==> src/sv/crc16fr_pkg.sv <==
`timescale 1ns / 1ps
// types, codes and the crc byte update shared by the frame receiver modules
// no dependencies

package crc16fr_pkg;

    localparam logic [7:0]  START_BYTE = 8'h02;
    localparam logic [7:0]  END_BYTE   = 8'h03;
    localparam logic [15:0] CRC_INIT   = 16'hFFFF;
    localparam logic [15:0] CRC_POLY   = 16'h1021;

    localparam logic [7:0]  TYPE_COUNT_RST = 8'd8;
    localparam logic [7:0]  KEEPALIVE_RST  = 8'd2;

    // configuration register indexes
    localparam logic [7:0]  REG_TYPE_COUNT = 8'd0;
    localparam logic [7:0]  REG_KEEPALIVE  = 8'd1;

    typedef enum logic [2:0] {
        PH_IDLE = 3'd0,
        PH_TYPE = 3'd1,
        PH_LEN  = 3'd2,
        PH_DATA = 3'd3,
        PH_CRCH = 3'd4,
        PH_CRCL = 3'd5,
        PH_TAIL = 3'd6
    } t_phase;

    typedef enum logic [2:0] {
        EV_PAYLOAD   = 3'd0,
        EV_ACCEPT    = 3'd1,
        EV_BAD_START = 3'd2,
        EV_BAD_TYPE  = 3'd3,
        EV_CRC_FAIL  = 3'd4,
        EV_BAD_END   = 3'd5
    } t_event_kind;

    typedef struct packed {
        logic        emit;
        t_event_kind kind;
        logic [7:0]  payload_byte;
        logic [7:0]  byte_index;
        logic [7:0]  frame_type;
        logic [7:0]  frame_length;
        logic        ack_wanted;
    } t_event;

    // one byte through the crc, msb first
    function automatic logic [15:0] crc16_byte(input logic [15:0] crc, input logic [7:0] b);
        logic [15:0] c;
        c = crc ^ {b, 8'h00};
        for (int i = 0; i < 8; i++) begin
            if (c[15]) begin
                c = {c[14:0], 1'b0} ^ CRC_POLY;
            end else begin
                c = {c[14:0], 1'b0};
            end
        end
        return c;
    endfunction

endpackage

==> src/sv/crc16fr_parser.sv <==
`timescale 1ns / 1ps
// frame parser: phase, running crc and held header fields, one byte per step
// depends on crc16fr_pkg

module crc16fr_parser (
    input  logic                 i_clk,
    input  logic                 i_rst_n,
    input  logic                 i_step,
    input  logic [7:0]           i_byte,
    input  logic [7:0]           i_type_count,
    input  logic [7:0]           i_keepalive_type,
    output crc16fr_pkg::t_event  o_evt
);
    import crc16fr_pkg::*;

    t_phase      r_phase, n_phase;
    logic [15:0] r_crc, n_crc;
    logic [7:0]  r_type, n_type;
    logic [7:0]  r_len, n_len;
    logic [7:0]  r_seen, n_seen;
    logic [15:0] crc_upd;
    logic [7:0]  seen_inc;

    assign crc_upd  = crc16_byte(r_crc, i_byte);
    assign seen_inc = r_seen + 8'd1;

    always_comb begin
        n_phase = r_phase;
        n_crc   = r_crc;
        n_type  = r_type;
        n_len   = r_len;
        n_seen  = r_seen;
        o_evt   = '0;
        o_evt.frame_type   = r_type;
        o_evt.frame_length = r_len;
        case (r_phase)
            PH_TYPE: begin
                if (i_byte >= i_type_count) begin
                    n_phase = PH_IDLE;
                    o_evt.emit         = 1'b1;
                    o_evt.kind         = EV_BAD_TYPE;
                    o_evt.frame_type   = i_byte;
                    o_evt.frame_length = 8'd0;
                end else begin
                    n_crc   = crc_upd;
                    n_type  = i_byte;
                    n_phase = PH_LEN;
                end
            end
            PH_LEN: begin
                n_crc   = crc_upd;
                n_len   = i_byte;
                n_seen  = 8'd0;
                n_phase = (i_byte == 8'd0) ? PH_CRCH : PH_DATA;
            end
            PH_DATA: begin
                n_crc  = crc_upd;
                n_seen = seen_inc;
                if (seen_inc >= r_len) begin
                    n_phase = PH_CRCH;
                end
                o_evt.emit         = 1'b1;
                o_evt.kind         = EV_PAYLOAD;
                o_evt.payload_byte = i_byte;
                o_evt.byte_index   = r_seen;
            end
            PH_CRCH: begin
                n_crc   = crc_upd;
                n_phase = PH_CRCL;
            end
            PH_CRCL: begin
                n_crc = crc_upd;
                if (crc_upd != 16'h0000) begin
                    n_phase    = PH_IDLE;
                    o_evt.emit = 1'b1;
                    o_evt.kind = EV_CRC_FAIL;
                end else begin
                    n_phase = PH_TAIL;
                end
            end
            PH_TAIL: begin
                n_phase    = PH_IDLE;
                o_evt.emit = 1'b1;
                if (i_byte != END_BYTE) begin
                    o_evt.kind = EV_BAD_END;
                end else begin
                    o_evt.kind       = EV_ACCEPT;
                    o_evt.ack_wanted = (r_type != i_keepalive_type);
                end
            end
            default: begin
                n_phase = PH_IDLE;
                if (i_byte != START_BYTE) begin
                    o_evt.emit         = 1'b1;
                    o_evt.kind         = EV_BAD_START;
                    o_evt.frame_type   = 8'd0;
                    o_evt.frame_length = 8'd0;
                end else begin
                    n_crc   = CRC_INIT;
                    n_phase = PH_TYPE;
                end
            end
        endcase
    end

    always_ff @(posedge i_clk) begin
        if (!i_rst_n) begin
            r_phase <= PH_IDLE;
            r_crc   <= CRC_INIT;
            r_type  <= 8'd0;
            r_len   <= 8'd0;
            r_seen  <= 8'd0;
        end else if (i_step) begin
            r_phase <= n_phase;
            r_crc   <= n_crc;
            r_type  <= n_type;
            r_len   <= n_len;
            r_seen  <= n_seen;
        end
    end

endmodule

==> src/sv/crc16_frame_receiver_core.sv <==
`timescale 1ns / 1ps
// top level of the framed byte receiver with crc-16 check
// depends on crc16fr_pkg and crc16fr_parser

// Takes one received byte per transaction and parses frames of 0x02, type,
// length, payload, crc high, crc low, 0x03 (crc-16, poly 0x1021, init 0xffff,
// msb first, zero residue over type through crc low). Each payload byte comes
// out as an event, and the end of a frame or any error gives one more event.
// Bytes that produce no event (start, type, length, crc) give no output.
// A byte is registered on entry, and its event is loaded into the output
// register once that register is empty or not stalled; one byte per cycle
// is sustained unless an event waits on a full, stalled output register.
// Configuration writes are always ready and should be made while no frame is
// in flight.

module crc16_frame_receiver_core (
    input  logic       i_clk,
    input  logic       i_rst_n,
    // byte input
    input  logic       i_valid,
    output logic       o_stall,
    input  logic [7:0] i_rx_byte,
    // event output
    output logic       o_valid,
    input  logic       i_stall,
    output logic [2:0] o_event_kind,
    output logic [7:0] o_payload_byte,
    output logic [7:0] o_byte_index,
    output logic [7:0] o_frame_type,
    output logic [7:0] o_frame_length,
    output logic       o_ack_wanted,
    // configuration writes
    input  logic       i_cfg_valid,
    output logic       o_cfg_ready,
    input  logic [7:0] i_cfg_index,
    input  logic [7:0] i_cfg_data
);
    import crc16fr_pkg::*;

    logic       r_in_valid;
    logic [7:0] r_in_byte;
    logic       r_out_valid;
    t_event     r_out;
    logic [7:0] r_type_count;
    logic [7:0] r_keepalive;
    logic       adv;
    logic       load_out;
    t_event     evt;

    // the input register moves on whenever the output register can take its event, or when its byte gives no event
    assign adv      = r_in_valid && (!r_out_valid || !i_stall || !evt.emit);
    assign load_out = adv && evt.emit;
    assign o_stall  = r_in_valid && !adv;

    always_ff @(posedge i_clk) begin
        if (!i_rst_n) begin
            r_in_valid <= 1'b0;
        end else if (!o_stall) begin
            r_in_valid <= i_valid;
        end
    end

    always_ff @(posedge i_clk) begin
        if (!o_stall && i_valid) begin
            r_in_byte <= i_rx_byte;
        end
    end

    crc16fr_parser u_parser (
        .i_clk            (i_clk),
        .i_rst_n          (i_rst_n),
        .i_step           (adv),
        .i_byte           (r_in_byte),
        .i_type_count     (r_type_count),
        .i_keepalive_type (r_keepalive),
        .o_evt            (evt)
    );

    always_ff @(posedge i_clk) begin
        if (!i_rst_n) begin
            r_out_valid <= 1'b0;
        end else if (load_out) begin
            r_out_valid <= 1'b1;
        end else if (!i_stall) begin
            r_out_valid <= 1'b0;
        end
    end

    always_ff @(posedge i_clk) begin
        if (load_out) begin
            r_out <= evt;
        end
    end

    assign o_valid        = r_out_valid;
    assign o_event_kind   = r_out.kind;
    assign o_payload_byte = r_out.payload_byte;
    assign o_byte_index   = r_out.byte_index;
    assign o_frame_type   = r_out.frame_type;
    assign o_frame_length = r_out.frame_length;
    assign o_ack_wanted   = r_out.ack_wanted;

    assign o_cfg_ready = 1'b1;

    always_ff @(posedge i_clk) begin
        if (!i_rst_n) begin
            r_type_count <= TYPE_COUNT_RST;
            r_keepalive  <= KEEPALIVE_RST;
        end else if (i_cfg_valid && o_cfg_ready) begin
            case (i_cfg_index)
                REG_TYPE_COUNT: r_type_count <= i_cfg_data;
                REG_KEEPALIVE:  r_keepalive  <= i_cfg_data;
                default: ;
            endcase
        end
    end

    // only payload events carry a byte and an index
    a_payload_fields: assert property (@(posedge i_clk) disable iff (!i_rst_n)
        (o_valid && o_event_kind != EV_PAYLOAD) |-> (o_payload_byte == 8'd0 && o_byte_index == 8'd0))
        else $error("non-payload event carries payload fields");

    // ack is only requested on an accepted frame
    a_ack_only_accept: assert property (@(posedge i_clk) disable iff (!i_rst_n)
        (o_valid && o_ack_wanted) |-> (o_event_kind == EV_ACCEPT))
        else $error("ack flagged on event other than frame accepted");

    // a stalled output event is never overwritten by a new one
    a_no_overwrite: assert property (@(posedge i_clk) disable iff (!i_rst_n)
        (r_out_valid && i_stall) |-> !load_out)
        else $error("output register overwritten while stalled");

    // back-pressure upstream only with a byte waiting on a full output register
    a_stall_cause: assert property (@(posedge i_clk) disable iff (!i_rst_n)
        o_stall |-> (r_in_valid && r_out_valid && i_stall))
        else $error("input stalled without cause");

endmodule
==> config.mk <==
export PLATFORM = sky130hd
export DESIGN_NAME = crc16_frame_receiver_core
export DESIGN_NICKNAME = d
export VERILOG_FILES = /design/src/sv/crc16fr_pkg.sv /design/src/sv/crc16fr_parser.sv /design/src/sv/crc16_frame_receiver_core.sv
export SDC_FILE = /design/constraint.sdc
export NUM_CORES = 1
export LEC_CHECK = 0
export ABC_AREA = 1
export BUFFER_PORTS_ARGS = -buffer_cell sky130_fd_sc_hd__buf_2
export CAP_MARGIN = 20
export CORE_ASPECT_RATIO = 0.5
export CORE_MARGIN = 4
export CORE_UTILIZATION = 60
export CTS_CLUSTER_DIAMETER = 30
export DETAILED_ROUTE_END_ITERATION = 6
export PLACE_DENSITY = 0.82
export SYNTH_ARGS = -nofsm -noshare
export SYNTH_HDL_FRONTEND = slang
export SYNTH_SLANG_ARGS = --single-unit
==> constraint.sdc <==
create_clock -name i_clk -period 6.07 [get_ports i_clk]
set_input_delay 0.607 -clock i_clk [delete_from_list [all_inputs] [get_ports i_clk]]
set_output_delay 0.607 -clock i_clk [all_outputs]
set_load 0.1 [all_outputs]
==> impl_metrics.csv, run 1 <==
group,metric,value,unit
grt,grt-ovfl-total,0,
detailed_routing,first_iter_violations,450,
timing,rsz0062_at_grt,"no",
place,hpwl,9370,um
worst_setup_path,endpoint_kind,"output pin",
worst_setup_path,crit_required,5.46,ns
synthesis,synth_ff_type,"dfxtp_1",
timing,finClkSkew,0.00825,ns
power_and_ir_drop,power_leakage,2.91,nW
synthesis,netlist_instances,674,
die,die_h,74.4,um
timing,fin_hold_ws,0.432,ns
clocking,postCtsResizedCells,0,
power_and_ir_drop,p_per_area,278,nW/um2
timing,drv_slew,0,
detailed_routing,viasPerCell,5.55,
grt,grt_pass1_wl,21100,um
detailed_routing,wire_per_inst,15.0,um
worst_setup_path,max_stage_delay,0.53,ns
run,cap_viol_max_count,0,
worst_setup_path,crit_start,"r_in_byte[0]$_DFFE_PP_",
place,gp_congestion,0.944,
worst_setup_path,r2r_setup_slack,2.65,ns
place,dpl.cell_count,834,
synthesis,syn_area,5300,um2
place,io_buffers,66,
grt,track_usage,25.7,%
timing,finalHoldViolCount,0,
timing,setup_violations,0,
synthesis,ys_warn_count,0,
synthesis,synthDistinctLibCells,37,
worst_setup_path,critPathMostFrequentCell,"nand2_1",
final_layout,syn_to_final_growth,11.7,%
worst_setup_path,crit-reg2reg-launch,"r_in_byte[0]$_DFFE_PP_",
clocking,cts_num_sinks,105,
detailed_routing,vias,4719,
timing,worst_slack,2.40,ns
die,boundaryPins,68,
detailed_routing,routed_wl,12800,um
clocking,clkTransAtPathRegs,0.07,ns
clocking,cts_root_buffer,"clkbuf_16",
clocking,cts_buffer_depth,2,
run_status,status,"finished, final reports clean",
clocking,insertion_delay,0.35,ns
grt,grt_max_degree,54,
timing,final.min_clock_period,3.67,ns
timing,fmax,0.272,GHz
clocking,hold_buffers,0,
final_layout,diodes,0,
worst_setup_path,worst_path_max_delay_cell,"edfxtp_1",
worst_setup_path,crit_chain,"inv_2 > ha_1 > inv_1 > a21boi_0 > nor2_1 > o21ai_0 > nand2_1 > nand2_1 > nand2_2 > nand2_1 > nor2_1 > nand3_2 > nand3_1 > inv_1 > buf_2",
worst_setup_path,rr_worst_depth,15,
power_and_ir_drop,ir_drop,0.000186,V
die,die_x,141,um
clocking,cts_buffers,9,
clocking,cts_setup_buffers,0,
worst_setup_path,critPathLaunchType,"flop",
grt,antenna_found_initial,0,
clocking,htree_levels,3,
die,core-area,8290,um2
final_layout,nets,779,
synthesis,yosysSeqAreaShare,48.0,%
synthesis,synth_edf_count,44,
timing,worst_slew_pin_slew,0.968,ns
final_layout,n_fill_cell,704,
die,die_area,10500,um2
worst_setup_path,crit_fanout,10,
worst_setup_path,path_class,"reg -> out",
min_path,hold_start,"i_rx_byte[1]",
grt,grt_pass1_vias,4380,
worst_setup_path,endpoint,"o_stall",
die,initial_core_util,63.9,%
worst_setup_path,timing.rr.end,"o_payload_byte[7]$_SDFFCE_PN0P_",
synthesis,ys_seq_elements,105,
worst_setup_path,critPathArrivalTime,3.06,ns
synthesis,syn_area_per_cell,7.86,um2
timing,max_slew_margin,35.3,%
detailed_routing,antenna_left,0,
timing,finalCritPeriodShare,60.5,%
clocking,cts_tree,"yes",
detailed_routing,drc,0,
synthesis,syn_nets,720,
place,place_ws,2.70,ns
die,num_rows,23,
synthesis,synthArstFlopShare,0,%
min_path,hp-class,"in -> reg",
final_layout,fin_util,71.4,%
final_layout,instances_no_fill,850,
detailed_routing,first_pass_iters,6,
final_layout,drive_gt1_share,14.1,%
min_path,hold_depth,1,
timing,tns,0,ns
synth_stat cells, drive strengths merged (3+ instances only):
| cell | n | area share, % |
|---|---|---|
| buf | 12 | 2.0 |
| dfxtp | 61 | 23 |
| a21oi | 25 | 2.4 |
| xor2 | 14 | 2.3 |
| inv | 84 | 6.0 |
| nand2 | 189 | 14 |
| nor4 | 6 | 0.71 |
| o21ai | 19 | 1.8 |
| nor3 | 6 | 0.66 |
| o22ai | 8 | 0.94 |
| nand3 | 44 | 5.1 |
| clkinv | 3 | 0.21 |
| clkbuf | 9 | 0.64 |
| ha | 17 | 4.0 |
| nand4 | 27 | 3.2 |
| nor2 | 93 | 6.6 |
| edfxtp | 44 | 25 |
kinds of logic (layout without fill, tap and decap cells):
group / after synthesis / after routing / synth area share [%]
adder cells (fa/ha/maj): 17 / 17 / 4.02
flip-flops: 105 / 105 / 48.0
XOR/XNOR: 14 / 14 / 2.32
AND/OR/NAND/NOR: 369 / 369 / 30.4
buffers and inverters: 108 / 172 / 8.79
other: 1 / 1 / 0.0708
AO/OA/AOI/OAI: 60 / 60 / 6.38
power by group:
group | internal (mW) | switching (mW)
Sequential | 0.768 | 0.0219
Combinational | 0.0695 | 0.255
Clock | 0.278 | 0.249
Total | 1.12 | 0.527
how the worst min path moves through the flow:
stage / endpoint
2_1_floorplan: r_type_count[0]$_SDFFE_PN0P_
3_3_place_gp: r_type_count[0]$_SDFFE_PN0P_
3_5_place_dp: r_type_count[1]$_SDFFE_PN0P_
4_1_cts: r_in_byte[1]$_DFFE_PP_
5_1_grt: r_in_byte[1]$_DFFE_PP_
6_report: r_in_byte[1]$_DFFE_PP_
sequential cells by signal, indices dropped and copies added (netlist names):
name              flops
u_parser.r_len        8
o_event_kind          3
o_frame_type          8
r_in_valid            1
u_parser.r_seen       8
o_ack_wanted          1
r_type_count          8
u_parser.r_type       8
o_valid               1
r_keepalive           8
o_frame_length        8
r_in_byte             8
u_parser.r_crc       16
o_byte_index          8
u_parser.r_phase      3
o_payload_byte        8
critical path, delay by kind of cell, from the launching register on:
family | cells | cell delay [ns]
AOI/OAI and AO/OA | 2 | 0.33
adders and majority gates | 1 | 0.30
buffers and inverters | 4 | 0.68
DFF | 1 | 0.53
and+or+nand+nor | 8 | 0.88
layout make-up:
class                      instances  area (um2)  area share [%]
clock buffer                      11         233            3.93
clock inverter                     5        31.3           0.529
inverter                          87         327            5.52
multi-input combinational        461        2290            38.7
sequential                       105        2540            43.0
tap                              112         140            2.37
timing repair buffer              69         353            5.97
layout by cell type, fill, tap and decap left out, types with 3 or more instances in the layout:
master and instances:
a21oi_1 25, xor2_1 14, nor2_1 92, dfxtp_1 61, clkinv_1 3, o21ai_0 19
inv_1 77, edfxtp_1 44, buf_4 3, ha_1 17, nand3_1 36, clkbuf_16 9
nand4_1 27, inv_2 7, nand3_2 7, nor4_1 6, nand2_1 186, buf_2 66
o22ai_1 8, nor3_1 5
through the flow:
step | cell area [um2] | total power, mW
floorplan | 5300 | 1.06
finish | 5910 | 1.64
global placement | 5650 | 1.12
CTS | 5910 | 1.65
global route | 5910 | 1.71
detailed placement | 5650 | 1.12
metal layers:
metal	GRT usage, %	vias to the layer above	routed length [um]
met4	7.41	0	216
met1	33.5	2147	5480
met5	0	-	0
met3	5.07	29	1190
li1	-	2312	-
met2	44.5	231	5890
Power figures use the tool's default switching activity.
==> run 2: changes to the inputs <==
- ABC_AREA: 1 -> 0
- CORE_UTILIZATION: 60 -> 58
- PLACE_DENSITY: 0.82 -> 0.8
- clock period: 6.07 -> 3.4 ns (I/O delays scaled with it)
==> run 2 against run 1 <==
Worst hold slack got worse by 0.26 ns; clock power rose by 82%; critical endpoint unchanged; synthesized area fell by 3.5%; wire length fell by 18%; largest power group unchanged; critical path depth fell by 7; final area fell by 2.5%.
==> impl_metrics.csv, run 2 <==
group,metric,value,unit
detailed_routing,wire_per_inst,15.6,um
timing,finClkSkew,0.00528,ns
timing,setup_violations,0,
power_and_ir_drop,p_per_area,485,nW/um2
grt,grt_max_degree,50,
clocking,clkTransAtPathRegs,0.07,ns
final_layout,n_fill_cell,655,
timing,fmax,0.309,GHz
min_path,hold_depth,1,
synthesis,synth_compound_area_share,9.09,%
run,cap_viol_max_count,0,
timing,max_slew_margin,40.4,%
clocking,hold_buffers,0,
place,io_buffers,66,
timing,tns,0,ns
worst_setup_path,path_class,"reg -> out",
synthesis,ys_top_cells_by_area,"edfxtp_1, dfxtp_1, mux2i_1",
detailed_routing,viasPerCell,5.45,
final_layout,regArea,2540,um2
power_and_ir_drop,p_int,1.98,mW
synthesis,synth_ff_type,"dfxtp_1",
synthesis,synth_top_family_by_area,"simple AND/OR/NAND/NOR gates",
synthesis,ys_warn_count,0,
timing,finalHoldViolCount,0,
grt,grt-ovfl-total,0,
detailed_routing,drc,0,
final_layout,syn_to_final_growth,12.9,%
worst_setup_path,critPathLaunchType,"flop",
final_layout,nets,605,
worst_setup_path,worst-path-stages,8,
synthesis,synth_area_leader_cell,"edfxtp_1",
synthesis,synthDistinctLibCells,61,
die,initial_core_util,61.6,%
clocking,cts_root_buffer,"clkbuf_16",
power_and_ir_drop,p_comb_share,15.6,%
place,hpwl,7670,um
clocking,cts_tree,"yes",
timing,worst_slew_pin_slew,0.890,ns
synthesis,synth_edf_count,44,
synthesis,synth_common_cells,"nor2_1, dfxtp_1, edfxtp_1, nand2_1, mux2i_1",
final_layout,largest_register_ff_count,16,
final_layout,fin_util,69.6,%
final_layout,drive_gt1_share,17.7,%
clocking,postCtsResizedCells,0,
die,num_rows,23,
detailed_routing,first_pass_iters,4,
die,die_h,74.4,um
worst_setup_path,crit_chain,"xnor2_1 > xor2_1 > nor3b_1 > o21a_1 > o2bb2ai_1 > nand3_1 > inv_1 > buf_2",
worst_setup_path,crit_fanout,7,
clocking,cts_buffer_depth,2,
die,boundaryPins,68,
synthesis,synth_mux_area_share,7.64,%
final_layout,diodes,0,
worst_setup_path,critPathArrivalTime,2.89,ns
synthesis,syn_nets,543,
timing,final.min_clock_period,3.23,ns
grt,grt_pass1_vias,3350,
detailed_routing,routed_wl,10500,um
die,die_x,141,um
grt,track_usage,20.9,%
final_layout,layout_commonest_cell,"nor2_1",
synthesis,synth_xor_area_share,6.81,%
power_and_ir_drop,switchingPower,0.814,mW
grt,antenna_found_initial,0,
run_status,status,"finished, final reports clean",
synthesis,netlist_instances,497,
synthesis,syn_area,5110,um2
clocking,cts_setup_buffers,0,
grt,grt_pass1_wl,17000,um
power_and_ir_drop,power_frac_seq,50.0,%
final_layout,regMostFlops,"u_parser.r_crc",
worst_setup_path,endpoint_kind,"output pin",
power_and_ir_drop,power_leakage,2.42,nW
die,core-area,8290,um2
synthesis,yosysSeqAreaShare,49.8,%
min_path,hp-class,"in -> reg",
worst_setup_path,rr_worst_depth,9,
synthesis,synth_simple_gate_area_share,17.9,%
synthesis,ys_seq_elements,105,
die,die_area,10500,um2
detailed_routing,first_iter_violations,256,
detailed_routing,vias,3681,
synthesis,yosys.area_share.adder,4.16,%
worst_setup_path,worst_path_max_delay_cell,"edfxtp_1",
worst_setup_path,crit_required,3.06,ns
final_layout,multiInputGateArea,2340,um2
worst_setup_path,max_stage_delay,0.53,ns
place,gp_congestion,0.945,
final_layout,layout_common_cells,"nor2_1, buf_2, dfxtp_1",
power_and_ir_drop,clock_power_share,34.4,%
timing,rsz0062_at_grt,"no",
clocking,insertion_delay,0.34,ns
clocking,htree_levels,3,
worst_setup_path,crit_buf_inv,2,
power_and_ir_drop,ir_drop,0.000314,V
clocking,cts_buffers,9,
synthesis,synthMostInstantiatedCell,"nor2_1",
timing,finalCritPeriodShare,95.1,%
worst_setup_path,critPathTopFamily,"XOR/XNOR gates",
detailed_routing,antenna_left,0,
synthesis,synth_top_area_share,25.9,%
synthesis,syn_area_per_cell,10.3,um2
synthesis,synthArstFlopShare,0,%
clocking,cts_num_sinks,105,
power_and_ir_drop,p_sw_share,29.1,%
timing,drv_slew,0,
run 2: cell types whose count changed after synthesis, moves of 8 or more:
cell     before  now
nand4_1      27    1
nand2_1     186   43
mux2i_1       0   39
inv_1        77   23
xnor2_1       0   11
o22ai_1       8    0
nand3_1      36    8
nor2_1       92   70
and2_1        0   22
xor2_1       14   25
o21ai_0      19   11
run 2: final cells by class:
class | count | share of cell area, %
timing repair buffer | 73 | 6.64
clock buffer | 12 | 4.28
clock inverter | 4 | 0.477
sequential | 105 | 44.1
multi-input combinational | 347 | 40.6
inverter | 23 | 1.50
tap | 112 | 2.43
run 2: metal layers:
| layer | global-route usage [%] | routed length, um |
|---|---|---|
| met4 | 6.98 | 180 |
| met3 | 5.72 | 727 |
| met2 | 32.2 | 4650 |
| met1 | 28.9 | 4990 |
| met5 | 0 | 0 |
run 2: worst register-to-register path, stage by stage, from the launching register on:
cell	delay, ns
edfxtp_1	0.56
ha_1	0.39
a211oi_1	0.20
o21ai_0	0.16
a21oi_1	0.22
nor2_1	0.09
and2_0	0.36
or4_1	0.58
buf_4	0.25
mux2i_1	0.15
run 2: kinds of logic (layout without fill, tap and decap cells):
logic type	after synthesis	after routing
AO/OA/AOI/OAI	66	66
XOR/XNOR	38	38
adder cells (fa/ha/maj)	17	17
buffers and inverters	45	112
flip-flops	105	105
multiplexers	39	39
other	1	1
AND/OR/NAND/NOR	186	186
run 2: power by group through the flow:
stage                     registers, mW  logic, mW  clock network [mW]
after global placement             1.42      0.432                   0
after CTS                          1.40      0.437               0.979
after floorplan                    1.59      0.187                   0
after detailed placement           1.42      0.435                   0
final                              1.40      0.437               0.961
after global routing               1.40      0.465                1.03
run 2: path summary, 6_finish.rpt:
kind	startpoint	endpoint	slack, ns
max reg2reg	r_in_byte[2]$_DFFE_PP_	u_parser.r_crc[7]$_SDFFE_PN1P_	0.35
max	r_in_byte[7]$_DFFE_PP_	o_stall	0.17
min reg2reg	u_parser.r_len[5]$_SDFFE_PN0P_	u_parser.r_len[5]$_SDFFE_PN0P_	0.47
min	i_rx_byte[2]	r_in_byte[2]$_DFFE_PP_	0.17
run 2: through the flow:
step | cell area (um2) | cells | hold slack [ns] | worst slack (ns) | power (mW)
floorplan | 5110 | 497 | 0.402 | 0.681 | 1.78
global placement | 5480 | 660 | 0.456 | 0.435 | 1.86
detailed placement | 5480 | 660 | 0.458 | 0.381 | 1.86
CTS | 5760 | 676 | 0.156 | 0.109 | 2.81
global route | 5770 | 676 | 0.159 | 0.000641 | 2.90
finish | 5770 | 676 | 0.169 | 0.168 | 2.80
==> run 3: changes to the inputs <==
- MAX_ROUTING_LAYER: default -> met4
- PLACE_DENSITY: 0.8 -> default
- PLACE_DENSITY_LB_ADDON: default -> 0.05
==> run 3 against run 2 <==
Register-to-register slack worse by 0.10 ns; setup slack worse by 0.022 ns; worst hold slack worse by 0.0071 ns; fmax down 0.68%; total power up 1.3%; clock power up 2.6%; critical path type unchanged; largest cell class unchanged; via count up 2.6%; combinational power up 2%; utilization up 0.41 points; critical path depth unchanged; first-iteration DRC count up 3.1%; clock-buffer cell count unchanged.
==> impl_metrics.csv, run 3 (synthesis gave the netlist of run 2 again) <==
group,metric,value,unit
run_status,status,"finished, final reports clean",
final_layout,drive_gt1_share,18.0,%
final_layout,largest_register_ff_count,16,
timing,fmax,0.307,GHz
clocking,cts_num_sinks,105,
final_layout,final_cell_area,5800,um2
timing,tns,0,ns
timing,finClkSkew,0.00680,ns
timing,worst_slew_pin_slew,0.921,ns
die,core-area,8290,um2
die,die_area,10500,um2
final_layout,nets,607,
timing,final.min_clock_period,3.25,ns
power_and_ir_drop,fin_total_pwr,2.83,mW
timing,fin_hold_ws,0.162,ns
grt,grt_pass1_wl,18000,um
detailed_routing,first_iter_violations,264,
clocking,cts_root_buffer,"clkbuf_16",
worst_setup_path,crit_required,3.06,ns
timing,finalCritPeriodShare,95.7,%
detailed_routing,routed_wl,11200,um
detailed_routing,viasPerCell,5.57,
place,hpwl,7950,um
worst_setup_path,r2r_setup_slack,0.25,ns
run,cap_viol_max_count,0,
power_and_ir_drop,ir_drop,0.000246,V
worst_setup_path,path_class,"reg -> out",
timing,max_slew_margin,38.4,%
final_layout,regMostFlops,"u_parser.r_crc",
clocking,cts_buffers,9,
clocking,cts_buffer_depth,2,
grt,track_usage,23.0,%
die,num_rows,23,
timing,finalHoldViolCount,0,
detailed_routing,antenna_left,0,
die,die_x,141,um
grt,grt_max_degree,50,
die,boundaryPins,68,
final_layout,diodes,0,
worst_setup_path,critPathArrivalTime,2.91,ns
die,initial_core_util,61.6,%
grt,antenna_found_initial,0,
timing,rsz0062_at_grt,"no",
min_path,hp-class,"in -> reg",
final_layout,syn_to_final_growth,13.5,%
final_layout,layout_common_cells,"nor2_1, buf_2, dfxtp_1",
worst_setup_path,critPathLaunchType,"flop",
clocking,htree_levels,3,
final_layout,layout_commonest_cell,"nor2_1",
grt,grt_pass1_vias,3501,
detailed_routing,wire_per_inst,16.5,um
worst_setup_path,endpoint_kind,"output pin",
clocking,cts_tree,"yes",
timing,setup_violations,0,
detailed_routing,drc,0,
final_layout,n_fill_cell,626,
clocking,insertion_delay,0.35,ns
place,gp_congestion,0.910,
clocking,hold_buffers,0,
place,io_buffers,66,
grt,grt-ovfl-total,0,
worst_setup_path,crit_fanout,7,
clocking,clkTransAtPathRegs,0.07,ns
power_and_ir_drop,power_leakage,2.43,nW
place,placed_area,5510,um2
detailed_routing,vias,3777,
die,die_h,74.4,um
timing,drv_slew,0,
detailed_routing,first_pass_iters,5,
power_and_ir_drop,p_per_area,488,nW/um2
==> run 3: power breakdown <==
part           total, mW  internal, mW  switching [mW]  leakage [nW]
clock              0.986         0.525           0.461         0.134
sequential          1.40          1.36          0.0415         0.904
combinational      0.447         0.111           0.337          1.39
==> run 3: final cells by class <==
| type | instances | area [um2] | share of cell area (%) |
|---|---|---|---|
| inverter | 23 | 86.3 | 1.49 |
| clock inverter | 4 | 33.8 | 0.583 |
| multi-input combinational | 347 | 2340 | 40.3 |
| tap | 112 | 140 | 2.42 |
| timing repair buffer | 75 | 410 | 7.08 |
| sequential | 105 | 2540 | 43.8 |
| clock buffer | 12 | 246 | 4.25 |
==> run 3: what timing repair did <==
action / in CTS / in global routing
buffers inserted: 0 / 0
setup endpoints to repair: 0 / 1
gates resized for setup: 0 / 1
==> run 3: metrics by stage <==
| stage | setup WS (ns) | std cells | util [%] |
|---|---|---|---|
| floorplan | 0.681 | 497 | - |
| global placement | 0.335 | 662 | 66.5 |
| detailed placement | 0.273 | 662 | 66.5 |
| CTS | 0.00399 | 678 | 69.9 |
| global route | 0.00166 | 678 | 70.0 |
| finish | 0.146 | 678 | 70.0 |
==> run 3: per-layer routing <==
metal | share of wire, % | vias to the layer above | GRT usage, %
li1 | - | 1836 | -
met1 | 48 | 1791 | 31.1
met2 | 44 | 126 | 34.4
met3 | 6.7 | 24 | 5.59
met4 | 1.7 | 0 | 7.09
met5 | 0 | - | -
==> run 3: critical path: stages, from the launching register on <==
cell and delay (ns):
edfxtp_1 0.57, xor2_2 0.27, xnor2_2 0.35, and3b_1 0.24, o21a_1 0.21, o2bb2ai_1 0.28, nand3_1 0.15, inv_1 0.08
buf_2 0.42
==> run 3: path summary, 6_finish.rpt <==
check / from / cells past startpoint / end
hold reg to reg: u_parser.r_seen[7]$_SDFFE_PN0P_ / 2 / u_parser.r_seen[7]$_SDFFE_PN0P_
setup / recovery: r_in_byte[4]$_DFFE_PP_ / 8 / o_stall
setup reg to reg: r_in_byte[2]$_DFFE_PP_ / 9 / u_parser.r_crc[13]$_SDFFE_PN1P_
hold / removal: i_rx_byte[0] / 1 / r_in_byte[0]$_DFFE_PP_
